**src/design/itw_pkg.sv**
```systemverilog
// Shared types, codes and defaults for the idle connection timing wheel.
`default_nettype none

package itw_pkg;

    // Field widths of the stream beats.
    localparam int REQ_W   = 2;
    localparam int ID_W    = 6;
    localparam int CNT_W   = 3;
    localparam int TDATA_W = 8;

    // Default sizes handed to the top level.
    localparam int WHEEL_SLOTS_DEF = 8;
    localparam int NUM_CONN_DEF    = 64;

    // Request codes carried in tuser of the input beat.
    localparam logic [REQ_W-1:0] REQ_TICK    = 2'd0;
    localparam logic [REQ_W-1:0] REQ_CONNECT = 2'd1;
    localparam logic [REQ_W-1:0] REQ_MESSAGE = 2'd2;

    // Sequencer states.
    typedef enum logic [1:0] {
        S_IDLE,
        S_SCAN,
        S_FINISH
    } t_state;

    // Controls broadcast from the sequencer to every cell.
    typedef struct packed {
        logic tick;
        logic shift;
    } t_cell_ctrl;

endpackage

`default_nettype wire

```
**src/design/idle_connection_timing_wheel_core.sv**
```systemverilog
// Top level of the idle connection timing wheel: slot cell chain and sequencer.
//
//   Channel  Direction  Ports                        Content
//   s        in         i_s_tvalid/o_s_tready        tuser req_type, tdata slot id
//   m        out        o_m_tvalid/i_m_tready        tuser expired, tdata id, tlast
//
// A connect or message beat is applied directly to its slot. A tick beat holds the
// input off until the result has been emitted: every cell ages at once, then in
// NUM_CONN steps the expiry bits shift down the cell chain one slot per cycle
// to the head, and last the final result is emitted. The chain moves only while
// the output register can take a beat; otherwise it stalls.
// Reset is synchronous and clears every slot in the same cycle; no sweep is needed.
`default_nettype none

module idle_connection_timing_wheel_core #(
    parameter int WHEEL_SLOTS = itw_pkg::WHEEL_SLOTS_DEF,
    parameter int NUM_CONN    = itw_pkg::NUM_CONN_DEF
) (
    input  wire                         i_clk,
    input  wire                         i_rst_n,
    input  wire                         i_s_tvalid,
    output logic                        o_s_tready,
    // [1:0] req_type
    input  wire  [itw_pkg::REQ_W-1:0]   i_s_tuser,
    // [5:0] conn_id, [7:6] zero
    input  wire  [itw_pkg::TDATA_W-1:0] i_s_tdata,
    output logic                        o_m_tvalid,
    input  wire                         i_m_tready,
    // [0] expired
    output logic                        o_m_tuser,
    // [5:0] close_id, [7:6] zero
    output logic [itw_pkg::TDATA_W-1:0] o_m_tdata,
    output logic                        o_m_tlast
);

    logic [itw_pkg::REQ_W-1:0] w_kind;
    logic [itw_pkg::ID_W-1:0]  w_id;
    logic                      w_accept;
    logic                      w_id_ok;
    logic                      w_start;
    logic                      w_conn;
    logic                      w_msg;
    itw_pkg::t_cell_ctrl       w_ctrl;
    logic [NUM_CONN:0]         w_pend;

    // Request decode.
    assign w_kind   = i_s_tuser;
    assign w_id     = i_s_tdata[itw_pkg::ID_W-1:0];
    assign w_accept = i_s_tvalid && o_s_tready;
    assign w_id_ok  = ({1'b0, w_id} < (itw_pkg::ID_W+1)'(NUM_CONN));
    assign w_start  = w_accept && (w_kind == itw_pkg::REQ_TICK);
    assign w_conn   = w_accept && w_id_ok && (w_kind == itw_pkg::REQ_CONNECT);
    assign w_msg    = w_accept && w_id_ok && (w_kind == itw_pkg::REQ_MESSAGE);

    // The cell past the end feeds zeros into the chain.
    assign w_pend[NUM_CONN] = 1'b0;

    // Row of slot cells; expiry bits move toward slot zero.
    for (genvar g = 0; g < NUM_CONN; g++) begin : g_cell
        itw_cell #(
            .WHEEL_SLOTS(WHEEL_SLOTS)
        ) u_cell (
            .i_clk  (i_clk),
            .i_rst_n(i_rst_n),
            .i_ctrl (w_ctrl),
            .i_conn (w_conn && (w_id == itw_pkg::ID_W'(g))),
            .i_msg  (w_msg && (w_id == itw_pkg::ID_W'(g))),
            .i_pend (w_pend[g+1]),
            .o_pend (w_pend[g])
        );
    end

    itw_ctrl #(
        .NUM_CONN(NUM_CONN)
    ) u_ctrl (
        .i_clk      (i_clk),
        .i_rst_n    (i_rst_n),
        .i_start    (w_start),
        .i_head_pend(w_pend[0]),
        .o_ready    (o_s_tready),
        .o_ctrl     (w_ctrl),
        .o_m_tvalid (o_m_tvalid),
        .i_m_tready (i_m_tready),
        .o_m_tuser  (o_m_tuser),
        .o_m_tdata  (o_m_tdata),
        .o_m_tlast  (o_m_tlast)
    );

endmodule

`default_nettype wire

```
**src/design/itw_cell.sv**
```systemverilog
// One connection slot: active flag, idle count and a shifting expiry bit.
`default_nettype none

module itw_cell #(
    parameter int WHEEL_SLOTS = itw_pkg::WHEEL_SLOTS_DEF
) (
    input  wire                 i_clk,
    input  wire                 i_rst_n,
    input  itw_pkg::t_cell_ctrl i_ctrl,
    input  wire                 i_conn,
    input  wire                 i_msg,
    input  wire                 i_pend,
    output logic                o_pend
);

    logic                      r_active, n_active;
    logic [itw_pkg::CNT_W-1:0] r_count, n_count;
    logic                      r_pend, n_pend;
    logic                      w_expire;

    // The slot expires when one more tick reaches the wheel length.
    assign w_expire = r_active &&
        (({1'b0, r_count} + (itw_pkg::CNT_W+1)'(1)) >= (itw_pkg::CNT_W+1)'(WHEEL_SLOTS));

    // Slot state update.
    always_comb begin
        n_active = r_active;
        n_count  = r_count;
        n_pend   = r_pend;
        if (i_ctrl.tick) begin
            n_pend = w_expire;
            if (w_expire) begin
                n_active = 1'b0;
                n_count  = '0;
            end else if (r_active) begin
                n_count = r_count + itw_pkg::CNT_W'(1);
            end
        end else begin
            if (i_ctrl.shift) begin
                n_pend = i_pend;
            end
            if (i_conn) begin
                n_active = 1'b1;
                n_count  = '0;
            end else if (i_msg && r_active) begin
                n_count = '0;
            end
        end
    end

    always_ff @(posedge i_clk) begin
        if (!i_rst_n) begin
            r_active <= 1'b0;
            r_count  <= '0;
            r_pend   <= 1'b0;
        end else begin
            r_active <= n_active;
            r_count  <= n_count;
            r_pend   <= n_pend;
        end
    end

    assign o_pend = r_pend;

endmodule

`default_nettype wire

```
**src/design/itw_ctrl.sv**
```systemverilog
// Sequencer: walks the expiry chain after a tick and drives the result stream.
`default_nettype none

module itw_ctrl #(
    parameter int NUM_CONN = itw_pkg::NUM_CONN_DEF
) (
    input  wire                       i_clk,
    input  wire                       i_rst_n,
    input  wire                       i_start,
    input  wire                       i_head_pend,
    output logic                      o_ready,
    output itw_pkg::t_cell_ctrl       o_ctrl,
    output logic                      o_m_tvalid,
    input  wire                       i_m_tready,
    output logic                      o_m_tuser,
    output logic [itw_pkg::TDATA_W-1:0] o_m_tdata,
    output logic                      o_m_tlast
);

    itw_pkg::t_state          r_state, n_state;
    logic [itw_pkg::ID_W-1:0] r_cnt, n_cnt;
    logic                     r_hold_v, n_hold_v;
    logic [itw_pkg::ID_W-1:0] r_hold_id, n_hold_id;
    logic                     r_out_v, n_out_v;
    logic                     r_out_exp, n_out_exp;
    logic [itw_pkg::ID_W-1:0] r_out_id, n_out_id;
    logic                     r_out_last, n_out_last;
    logic                     w_can_push;
    logic                     w_scan_end;

    assign w_can_push = !r_out_v || i_m_tready;
    assign w_scan_end = (r_cnt == itw_pkg::ID_W'(NUM_CONN - 1));

    // Next state.
    always_comb begin
        n_state = r_state;
        unique case (r_state)
            itw_pkg::S_IDLE: begin
                if (i_start) n_state = itw_pkg::S_SCAN;
            end
            itw_pkg::S_SCAN: begin
                if (w_can_push && w_scan_end) n_state = itw_pkg::S_FINISH;
            end
            itw_pkg::S_FINISH: begin
                if (w_can_push) n_state = itw_pkg::S_IDLE;
            end
            default: n_state = itw_pkg::S_IDLE;
        endcase
    end

    // Outputs and datapath. A found close is held back one step so that the
    // final one can be flagged last.
    always_comb begin
        o_ready      = (r_state == itw_pkg::S_IDLE);
        o_ctrl.tick  = 1'b0;
        o_ctrl.shift = 1'b0;
        n_cnt        = r_cnt;
        n_hold_v     = r_hold_v;
        n_hold_id    = r_hold_id;
        n_out_v      = r_out_v && !i_m_tready;
        n_out_exp    = r_out_exp;
        n_out_id     = r_out_id;
        n_out_last   = r_out_last;
        unique case (r_state)
            itw_pkg::S_IDLE: begin
                if (i_start) begin
                    o_ctrl.tick = 1'b1;
                    n_cnt       = '0;
                    n_hold_v    = 1'b0;
                end
            end
            itw_pkg::S_SCAN: begin
                if (w_can_push) begin
                    o_ctrl.shift = 1'b1;
                    n_cnt        = r_cnt + itw_pkg::ID_W'(1);
                    if (i_head_pend) begin
                        if (r_hold_v) begin
                            n_out_v    = 1'b1;
                            n_out_exp  = 1'b1;
                            n_out_id   = r_hold_id;
                            n_out_last = 1'b0;
                        end
                        n_hold_v  = 1'b1;
                        n_hold_id = r_cnt;
                    end
                end
            end
            itw_pkg::S_FINISH: begin
                if (w_can_push) begin
                    n_out_v    = 1'b1;
                    n_out_exp  = r_hold_v;
                    n_out_id   = r_hold_v ? r_hold_id : '0;
                    n_out_last = 1'b1;
                    n_hold_v   = 1'b0;
                end
            end
            default: begin
                n_hold_v = 1'b0;
            end
        endcase
    end

    always_ff @(posedge i_clk) begin
        if (!i_rst_n) begin
            r_state  <= itw_pkg::S_IDLE;
            r_cnt    <= '0;
            r_hold_v <= 1'b0;
            r_out_v  <= 1'b0;
        end else begin
            r_state  <= n_state;
            r_cnt    <= n_cnt;
            r_hold_v <= n_hold_v;
            r_out_v  <= n_out_v;
        end
    end

    // Payload registers.
    always_ff @(posedge i_clk) begin
        r_hold_id  <= n_hold_id;
        r_out_exp  <= n_out_exp;
        r_out_id   <= n_out_id;
        r_out_last <= n_out_last;
    end

    assign o_m_tvalid = r_out_v;
    assign o_m_tuser  = r_out_exp;
    assign o_m_tdata  = {{(itw_pkg::TDATA_W - itw_pkg::ID_W){1'b0}}, r_out_id};
    assign o_m_tlast  = r_out_last;

endmodule

`default_nettype wire

```
**config.mk**
```make
export PLATFORM = sky130hd
export DESIGN_NAME = idle_connection_timing_wheel_core
export DESIGN_NICKNAME = d
export VERILOG_FILES = /design/src/design/itw_pkg.sv /design/src/design/idle_connection_timing_wheel_core.sv /design/src/design/itw_cell.sv /design/src/design/itw_ctrl.sv
export SDC_FILE = /design/constraint.sdc
export NUM_CORES = 1
export LEC_CHECK = 0
export CORE_ASPECT_RATIO = 0.75
export CORE_MARGIN = 5
export CORE_UTILIZATION = 45
export CTS_CLUSTER_SIZE = 16
export DETAILED_ROUTE_END_ITERATION = 8
export DONT_BUFFER_PORTS = 1
export GPL_TIMING_DRIVEN = 0
export SYNTH_ARGS = -nofsm -noshare
export SYNTH_HDL_FRONTEND = slang
export SYNTH_SLANG_ARGS = --single-unit
```
**constraint.sdc**
```tcl
create_clock -name i_clk -period 2.6 [get_ports i_clk]
set_input_delay 0.26 -clock i_clk [delete_from_list [all_inputs] [get_ports i_clk]]
set_output_delay 0.26 -clock i_clk [all_outputs]
set_load 0.1 [all_outputs]
```
==> metrics.md, run 1 <==
| Metric | Value |
|---|---|
| Status | finished, final reports clean |
| Grt ovf | 0 |
| Slew HR | 0.137 |
| Detailed Route WL | 72900 um |
| Final setup violation count | 0 |
| Final slew viol count | 0 |
| Fmax | 390 MHz |
| Synth Cell Area | 18200 sq um |
| Drt drc | 0 |
| Power, Total | 12100 uW |
| Clk buf depth | 3 |
| Leak | 0.00691 uW |
| Clock Latency Late Sink | 0.56 ns |
| Min-delay worst type | input pin to flop |
| Mapped Cells | 2169 |
| Layout area overhead | 12.1% |
| Pre-antenna DRT Iters | 7 |
| Asr flop ratio synth | 0 |
| CP Capture Type | flop |
| Final #Nets | 2291 |
| I/O Pins | 26 |
| Tot GR Track Use | 0.311 |
| Synth warnings | 0 |
| Fin. Hold Viols | 0 |
| WS Path Type | flop to flop |
| Gpl congestion | 0.971 |
| FILL cells | 3749 |
| Chip Height | 184 um |
| Min-Delay Path Depth | 2 |
| Core Region | 39700 sq um |
| Final worst-path cycle share | 0.987 |
| Post-detail-place hpwl | 51300 um |
| Critical Path RT | 3.02 ns |
| DRT antenna net count | 0 |
| Clk_skew | 0.0292 ns |
| Vias | 18900 |
| Num CTS Buffers | 38 |
| Worst EP arrival | 2.99 ns |
| Layout cell share with drive strength beyond 1 | 0.104 |
| Worst-path clk slew | 0.06 ns |
| Vias in the first global route | 17400 |
| Met3 Use GR | 0.105 |
| Max-cap violations | 0 |
| Number of synthesized flops with an enable pin | 14 |
| Die W | 242 um |
| Yosys cell types | 70 |
| #FFs+latches synth | 344 |
| Pin count of the biggest net entering global routing | 20 |
| Post-CTS Setup Bufs | 0 |
| CTS tree | done |
| Main flop type after synthesis | dfxtp_1 |
| Global Route met1 Usage | 0.423 |
| Initial core utilization | 0.458 |
| Num Clock Sinks | 344 |
| Post-layout util | 0.513 |
| DR iter-0 viols | 2250 |
| PD cells | 592 nW/um^2 |
| Buffers on Ports | 0 |
| Crit path launch | u_ctrl.r_state[0] |
| Htree depth | 2 |
| WL per Instance | 26.4 um |
| Row cnt | 63 |
| Worst r2r path cells | 8 |
| Met2 Usage GRT | 0.455 |
| GR peak layer | met2 |
| Root Buffer | clkbuf_16 |
| Via density per instance | 6.84 |
| Cts hold-fix bufs | 0 |
| First-pass GRT wire length | 108000 um |
| Die ar. | 44600 sq um |
| Sequential element share of the synthesized area | 0.386 |
| Worst slew pin tran | 1.29 ns |
| Synth Area per Inst | 8.39 sq um |
| Hold path start | i_s_tuser[1] |
| FF-to-FF Start | u_ctrl.r_state[0] |
| VDD IR max | 0.000492 V |
| RSZ-0062 raised after global routing | yes |
| Worst-path maximum fanout | 10 |
| Final Critical Period | 2.57 ns |
| Most common cell after layout, fill and taps aside | dfxtp_1 |
| Most frequent cells in the layout | dfxtp_1 (329), nand2_1 (271), a21oi_1 (149) |
| Initial antenna violation count | 1 |
| Startpoint Class | flop |
Yosys cell counts, drive strengths merged, types with 5 or more instances:
master	count	area, sq um
dfxtp	330	6610
nand2	271	1020
a21oi	149	746
a31oi	118	744
nand4	104	651
clkbuf	99	374
nor3	79	395
buf	77	400
o21ai	77	385
nand3	75	380
inv	70	263
ha	69	863
o31ai	66	500
nor2	63	239
o211ai	62	465
or3	52	325
nand4b	50	438
and3	35	219
nor4	34	315
o32a	32	320
o22ai	31	194
a221oi	24	223
and4	20	175
a31o	17	149
a211oi	14	105
edfxtp	14	420
nor3b	14	110
a22o	13	114
a311oi	13	114
mux2	13	146
o22a	13	114
and2	8	50.1
and3b	6	52.6
nand3b	6	48.8
nand4bb	6	67.6
and4b	5	50.1
nor4b	5	104
or4	5	37.5
timing repair:
action,CTS,global route
pin swaps,1,1
gates resized for setup,56,42
endpoints found under the setup margin,328,205
per-layer routing:
metal | vias to the layer above | routed length (um)
met3 | 215 | 9600
met5 | - | 30
met4 | 4 | 3470
met2 | 1113 | 29600
li1 | 8461 | -
met1 | 9077 | 30200
power by group:
group,switching (uW),internal [uW],total (uW)
Clock,2360,3180,5540
Combinational,847,230,1080
Sequential,80.8,5370,5450
logic make-up (layout without fill, tap and decap cells):
kind of cell	Yosys count	after routing	share of synthesized area
and+or+nand+nor	857	857	0.267
AOI/OAI and AO/OA	637	637	0.234
DFF	344	344	0.386
buffers and inverters	247	314	0.0572
adders and majority gates	69	69	0.0474
muxes	13	13	0.00805
other	1	3	0.000206
xor gates and xnor gates	1	1	0.000481
registers in the layout, summed over array words and instances, names as in the netlist:
register                count
u_ctrl.o_m_tvalid           1
g_cell.u_cell.o_pend       64
u_ctrl.r_cnt                6
u_ctrl.r_state              2
u_ctrl.r_hold_v             1
g_cell.u_cell.r_count     192
g_cell.u_cell.r_active     64
u_ctrl.r_out_id             6
u_ctrl.r_hold_id            6
u_ctrl.o_m_tlast            1
u_ctrl.o_m_tuser            1
critical path: stages, from the launching register on:
cell and delay, ns:
dfxtp_1 0.34, inv_1 0.13, ha_4 0.41, buf_6 0.22, nand3b_4 0.19, buf_4 0.29, nor4_1 0.54, o32a_1 0.23
o22ai_1 0.08
final cells by class:
type	count	area, sq um	area share
tap	520	651	0.0319
multi-input combinational	1579	10300	0.506
buffer	174	880	0.0431
sequential	344	7030	0.345
clock buffer	55	1150	0.0563
clock inverter	14	101	0.00497
inverter	71	267	0.0131
antenna	1	2.50	0.000123
final timing paths:
path	end	slack [ns]
setup / recovery	g_cell[47].u_cell.r_count[2]	0.03
hold reg to reg	g_cell[28].u_cell.o_pend	0.47
hold / removal	g_cell[12].u_cell.r_count[2]	0.07
setup reg to reg	g_cell[47].u_cell.r_count[2]	0.03
per-stage QoR:
step           hold slack, ns  instance area [sq um]  setup slack [ns]  cells  TNS (ns)
4_1_cts                0.0395                  20300          -0.00885   2758   -0.0280
5_1_grt                0.0796                  20400          -0.00790   2758   -0.0139
6_report               0.0718                  20400            0.0333   2758         0
3_3_place_gp            0.448                  18900            -0.799   2690   -112.64
3_5_place_dp            0.457                  18900            -0.762   2690   -118.71
2_1_floorplan           0.432                  18200             0.221   2170         0
No activity file was read; power rests on OpenSTA's default activity.
==> inputs of run 2 (changes only) <==
--- a/config.mk
+++ b/config.mk
@@ -5,7 +5,6 @@
 export SDC_FILE = /design/constraint.sdc
 export NUM_CORES = 1
 export LEC_CHECK = 0
-export CORE_ASPECT_RATIO = 0.75
 export CORE_MARGIN = 5
 export CORE_UTILIZATION = 45
 export CTS_CLUSTER_SIZE = 16
==> run 2 against run 1 <==
  * Total power grew 3.3%
  * Sequential share of layout area down 0.14 points
  * Setup slack gained 0.011 ns
  * Hold slack got worse by 0.038 ns
  * Final cell count increased by 0.29%
  * Via count is 0.55% higher
  * Clock skew shrank 0.0025 ns
  * Critical endpoint is now g_cell[4].u_cell.r_count[0]
  * Largest power group unchanged
==> metrics.md, run 2 (synthesis results as in run 1) <==
| Metric | Value |
|---|---|
| Status | finished, final reports clean |
| Register share of total power | 0.437 |
| Pin count of the biggest net entering global routing | 13 |
| WL per Instance | 26.3 um |
| Die ar. | 44600 sq um |
| Cts hold-fix bufs | 0 |
| Biggest register | g_cell.u_cell.r_count |
| Final Critical Period | 2.56 ns |
| Buffers on Ports | 0 |
| Max-cap violations | 0 |
| Chip Height | 211 um |
| Initial core utilization | 0.456 |
| Worst-path maximum fanout | 10 |
| Root Buffer | clkbuf_16 |
| Htree depth | 2 |
| Switching share of power | 0.266 |
| Most frequent cells in the layout | dfxtp_1 (329), nand2_1 (271), a21oi_1 (149) |
| P_int | 9150 uW |
| FF-to-FF setup slack | 0.04 ns |
| Initial antenna violation count | 3 |
| Tot GR Track Use | 0.315 |
| Leak | 0.00696 uW |
| DR iter-0 viols | 2226 |
| Slowest-stage cell, CP | ha_4 |
| CP Capture Type | flop |
| Clock Latency Late Sink | 0.58 ns |
| CP Depth | 8 |
| Drt drc | 0 |
| Clk_skew | 0.0267 ns |
| Worst EP arrival | 3.01 ns |
| Gpl congestion | 0.952 |
| Crit path launch | u_ctrl.r_state[1] |
| Final setup violation count | 0 |
| Die W | 211 um |
| Gate power share | 0.086 |
| CP delay by family, top | buffers and inverters |
| Worst-path clk slew | 0.06 ns |
| R2r endpoint | g_cell[4].u_cell.r_count[0] |
| I/O Pins | 26 |
| Final worst-path cycle share | 0.983 |
| Via density per instance | 6.86 |
| FF/Latch Area | 7030 sq um |
| PD cells | 609 nW/um^2 |
| Max reg flops | 192 |
| Worst r2r path cells | 8 |
| Pre-antenna DRT Iters | 6 |
| Clock Power Share | 0.477 |
| FF-to-FF Start | u_ctrl.r_state[1] |
| Sw Pwr | 3310 uW |
| RSZ-0062 raised after global routing | no |
| Final #Nets | 2296 |
| Worst-path cell chain | inv_1 > ha_4 > buf_8 > nand3b_4 > buf_4 > o31ai_2 > a221oi_1 > mux2_2 |
| Grt ovf | 0 |
| Critical Path Sink | g_cell[4].u_cell.r_count[0] |
| CP Buf/Inv Count | 3 |
| Core Region | 39900 sq um |
| Worst slew pin tran | 1.23 ns |
| Fin Setup TNS | 0 ns |
| Num Clock Sinks | 344 |
| Min-delay worst type | input pin to flop |
| Vias in the first global route | 18000 |
| VDD IR max | 0.000547 V |
| Fmax | 391 MHz |
| Post-layout util | 0.513 |
| Most common cell after layout, fill and taps aside | dfxtp_1 |
| Row cnt | 73 |
| Post-detail-place hpwl | 50100 um |
| Vias | 19000 |
| Layout area overhead | 12.6% |
| Multi-input gate area | 10300 sq um |
| WS Path Type | flop to flop |
| Slew HR | 0.182 |
| DRT antenna net count | 0 |
| Clk buf depth | 3 |
| Num CTS Buffers | 40 |
| CTS tree | done |
| First-pass GRT wire length | 109000 um |
| WHS | 0.0340 ns |
| Worst path max stage delay | 0.45 ns |
| Fin. Hold Viols | 0 |
| Detailed Route WL | 72700 um |
| FILL cells | 3741 |
| Power, Total | 12500 uW |
| Layout cell share with drive strength beyond 1 | 0.105 |
| Critical Path RT | 3.05 ns |
| Startpoint Class | flop |
| Final slew viol count | 0 |
## run 2: cell count changes in the layout (fill, tap and decap cells not counted), sizes merged
cell      change
clkinv        -7
buf           +6
bufinv        +2
clkbuf        +2
clkinvlp      -1
diode         +1
## run 2: cell type report
type,instances,share of cell area
Multi-Input combinational cell,1579,0.501
Sequential cell,344,0.343
Clock buffer,60,0.0600
Buffer,175,0.0432
Tap cell,525,0.0321
Inverter,71,0.0130
Clock inverter,8,0.00617
Timing Repair Buffer,2,0.000733
Antenna cell,2,0.000244
## run 2: worst min-delay path by stage
stage / from / to / slack [ns] / cells past startpoint
floorplan: g_cell[49].u_cell.r_count[2] / g_cell[49].u_cell.r_count[2] / 0.43 / 2
global placement: g_cell[40].u_cell.o_pend / g_cell[39].u_cell.o_pend / 0.45 / 2
detailed placement: g_cell[40].u_cell.o_pend / g_cell[40].u_cell.o_pend / 0.46 / 2
CTS: i_s_tuser[1] / g_cell[12].u_cell.r_count[2] / 0.006 / 2
global route: i_s_tuser[1] / g_cell[12].u_cell.r_count[2] / 0.04 / 2
finish: i_s_tuser[1] / g_cell[12].u_cell.r_count[2] / 0.03 / 2
## run 2: stage by stage
step	cells	worst slack (ns)	cell area (sq um)
5_1_grt	2764	0.00135	20500
4_1_cts	2763	-0.00284	20400
3_3_place_gp	2695	-0.742	18900
6_report	2766	0.0440	20500
3_5_place_dp	2695	-0.811	18900
2_1_floorplan	2170	0.221	18200
## run 2: per-layer routing
metal  GRT usage  vias to the layer above  wire, um
met1       0.419                     9123     29000
met2       0.479                     1123     31100
met4       0.164                        4      4110
met5           0                        -        17
met3      0.0732                      256      8440
li1            -                     8467         -
## run 2: timing repair
action | CTS | global route
buffers inserted | 0 | 2
endpoints found under the hold margin | 0 | 0
setup endpoints to repair | 328 | 200
gates resized for setup | 55 | 41
pin swaps | 0 | 2
## run 2: power groups by stage
stage          logic, uW  registers [uW]  clock network, uW
2_1_floorplan        566            5550                  0
3_3_place_gp         982            5560                  0
3_5_place_dp         987            5560                  0
4_1_cts             1020            5450               5980
5_1_grt             1100            5450               6190
6_report            1070            5450               5950
==> inputs of run 3 (changes only) <==
--- a/config.mk
+++ b/config.mk
@@ -5,12 +5,12 @@
 export SDC_FILE = /design/constraint.sdc
 export NUM_CORES = 1
 export LEC_CHECK = 0
-export CORE_MARGIN = 5
 export CORE_UTILIZATION = 45
 export CTS_CLUSTER_SIZE = 16
 export DETAILED_ROUTE_END_ITERATION = 8
 export DONT_BUFFER_PORTS = 1
 export GPL_TIMING_DRIVEN = 0
+export SLEW_MARGIN = 20
 export SYNTH_ARGS = -nofsm -noshare
 export SYNTH_HDL_FRONTEND = slang
 export SYNTH_SLANG_ARGS = --single-unit
==> run 3 against run 2 <==
  * Routed wire length shrank 0.26%
  * Critical path depth is the same
  * Fmax shrank 0.84%
  * Total power shrank 0.52%
  * Highest routed layer is now met4
==> metrics.md, run 3 (synthesis results as in run 1) <==
| Metric | Value |
|---|---|
| Status | finished, final reports clean |
| Post-detail-place hpwl | 49800 um |
| Worst Hold Path EP | g_cell[12].u_cell.r_count[2] |
| VDD IR max | 0.000443 V |
| Biggest register | g_cell.u_cell.r_count |
| Detailed Route WL | 72500 um |
| Final #Nets | 2295 |
| Slowest-stage cell, CP | ha_4 |
| FF-to-FF Start | u_ctrl.r_state[0] |
| R2r endpoint | g_cell[13].u_cell.r_count[2] |
| Final worst-path cycle share | 0.991 |
| Worst r2r path cells | 8 |
| CP Buf/Inv Count | 4 |
| Gpl congestion | 0.955 |
| Htree depth | 2 |
| ANT cells | 0 |
| CP Capture Type | flop |
| Leak | 0.00697 uW |
| FILL cells | 3836 |
| Most frequent cells in the layout | dfxtp_1 (329), nand2_1 (271), a21oi_1 (149) |
| Cts hold-fix bufs | 0 |
| Clk_skew | 0.0175 ns |
| Most common cell after layout, fill and taps aside | dfxtp_1 |
| Worst slew pin tran | 1.32 ns |
| Initial core utilization | 0.457 |
| Tot GR Track Use | 0.345 |
| Num Clock Sinks | 344 |
| Fin Setup TNS | 0 ns |
| Final setup violation count | 0 |
| Final slew viol count | 0 |
| WS Path Type | flop to flop |
| Clk buf depth | 3 |
| Worst-path maximum fanout | 10 |
| Vias in the first global route | 17600 |
| Num CTS Buffers | 41 |
| FF-to-FF setup slack | 0.02 ns |
| Worst-path clk slew | 0.06 ns |
| WL per Instance | 26.2 um |
| CTS tree | done |
| DRT antenna net count | 0 |
| Layout cell share with drive strength beyond 1 | 0.105 |
| Worst path max stage delay | 0.44 ns |
| Drt drc | 0 |
| Final Critical Period | 2.58 ns |
| Clock Latency Late Sink | 0.59 ns |
| PD cells | 605 nW/um^2 |
| DR iter-0 viols | 2319 |
| Slew HR | 0.121 |
| RSZ-0062 raised after global routing | yes |
| Chip Height | 203 um |
| Max reg flops | 192 |
| Critical Path RT | 3.12 ns |
| Root Buffer | clkbuf_16 |
| Core Region | 39800 sq um |
| Pre-antenna DRT Iters | 6 |
| Row cnt | 73 |
| Vias | 18800 |
| Worst EP arrival | 3.09 ns |
| Die W | 203 um |
| Post-layout util | 0.515 |
| First-pass GRT wire length | 107000 um |
| Grt ovf | 0 |
| Min-Delay Path Depth | 2 |
| Fin. Hold Viols | 0 |
| Pin count of the biggest net entering global routing | 20 |
| Max-cap violations | 0 |
| I/O Pins | 26 |
| Startpoint Class | flop |
| Layout area overhead | 12.7% |
| Min-delay worst type | input pin to flop |
| CP delay by family, top | buffers and inverters |
| Initial antenna violation count | 1 |
| Buffers on Ports | 0 |
| Fmax | 388 MHz |
| Via density per instance | 6.80 |
| Hold path start | i_s_tuser[1] |
| Worst-path cell chain | inv_1 > ha_4 > and4bb_2 > clkbuf_4 > buf_2 > clkbuf_2 > nand4b_1 > o22ai_1 |
| Die ar. | 41200 sq um |
-- run 3: metrics by stage --
step / hold WS, ns / total power (uW) / setup slack, ns / std cells / cell area, sq um
after global routing: 0.0147 / 12700 / -0.00885 / 2767 / 20500
after CTS: 0.00123 / 12400 / -0.0293 / 2767 / 20300
final: 0.00999 / 12400 / 0.0224 / 2767 / 20500
after detailed placement: 0.457 / 6550 / -0.778 / 2695 / 18900
after floorplan: 0.432 / 6110 / 0.221 / 2170 / 18200
after global placement: 0.454 / 6540 / -0.796 / 2695 / 18900
-- run 3: timing repair --
item	4_1_cts	5_1_grt
gates resized for setup	46	53
setup buffers	0	0
pin swaps	0	0
setup endpoints to repair	328	193
hold endpoints to repair	0	0
-- run 3: how the worst max path moves through the flow --
| stage | slack, ns | to | depth (start not counted) | startpoint |
|---|---|---|---|---|
| after floorplan | 0.22 | g_cell[53].u_cell.r_count[2] | 8 | u_ctrl.r_state[1] |
| after global placement | -0.80 | g_cell[22].u_cell.r_count[0] | 8 | u_ctrl.r_state[1] |
| after detailed placement | -0.78 | g_cell[3].u_cell.r_count[0] | 8 | u_ctrl.r_state[0] |
| after CTS | -0.03 | g_cell[2].u_cell.r_count[0] | 8 | u_ctrl.r_state[0] |
| after global routing | -0.009 | g_cell[57].u_cell.r_count[2] | 9 | u_ctrl.r_state[0] |
| final | 0.02 | g_cell[13].u_cell.r_count[2] | 8 | u_ctrl.r_state[0] |
-- run 3: area by class of cell --
cell class | count | area, sq um | area share
Multi-Input combinational cell | 1579 | 10300 | 0.502
Timing Repair Buffer | 1 | 11.3 | 0.000549
Inverter | 71 | 267 | 0.0130
Clock buffer | 59 | 1230 | 0.0598
Tap cell | 525 | 657 | 0.0320
Clock inverter | 14 | 119 | 0.00580
Sequential cell | 344 | 7030 | 0.343
Buffer | 174 | 902 | 0.0440
-- run 3: where the power goes --
group          leakage [uW]  internal [uW]  switching (uW)
registers           0.00279           5370            77.2
logic               0.00352            231             843
clock network      0.000669           3460            2420
total               0.00697           9060            3340
-- run 3: metal layers --
metal	up-vias	wire length, um	GRT usage
met5	-	0	0
li1	8456	-	-
met2	1034	31200	0.526
met3	249	7910	0.0868
met1	9088	29400	0.448
met4	0	4000	0.182
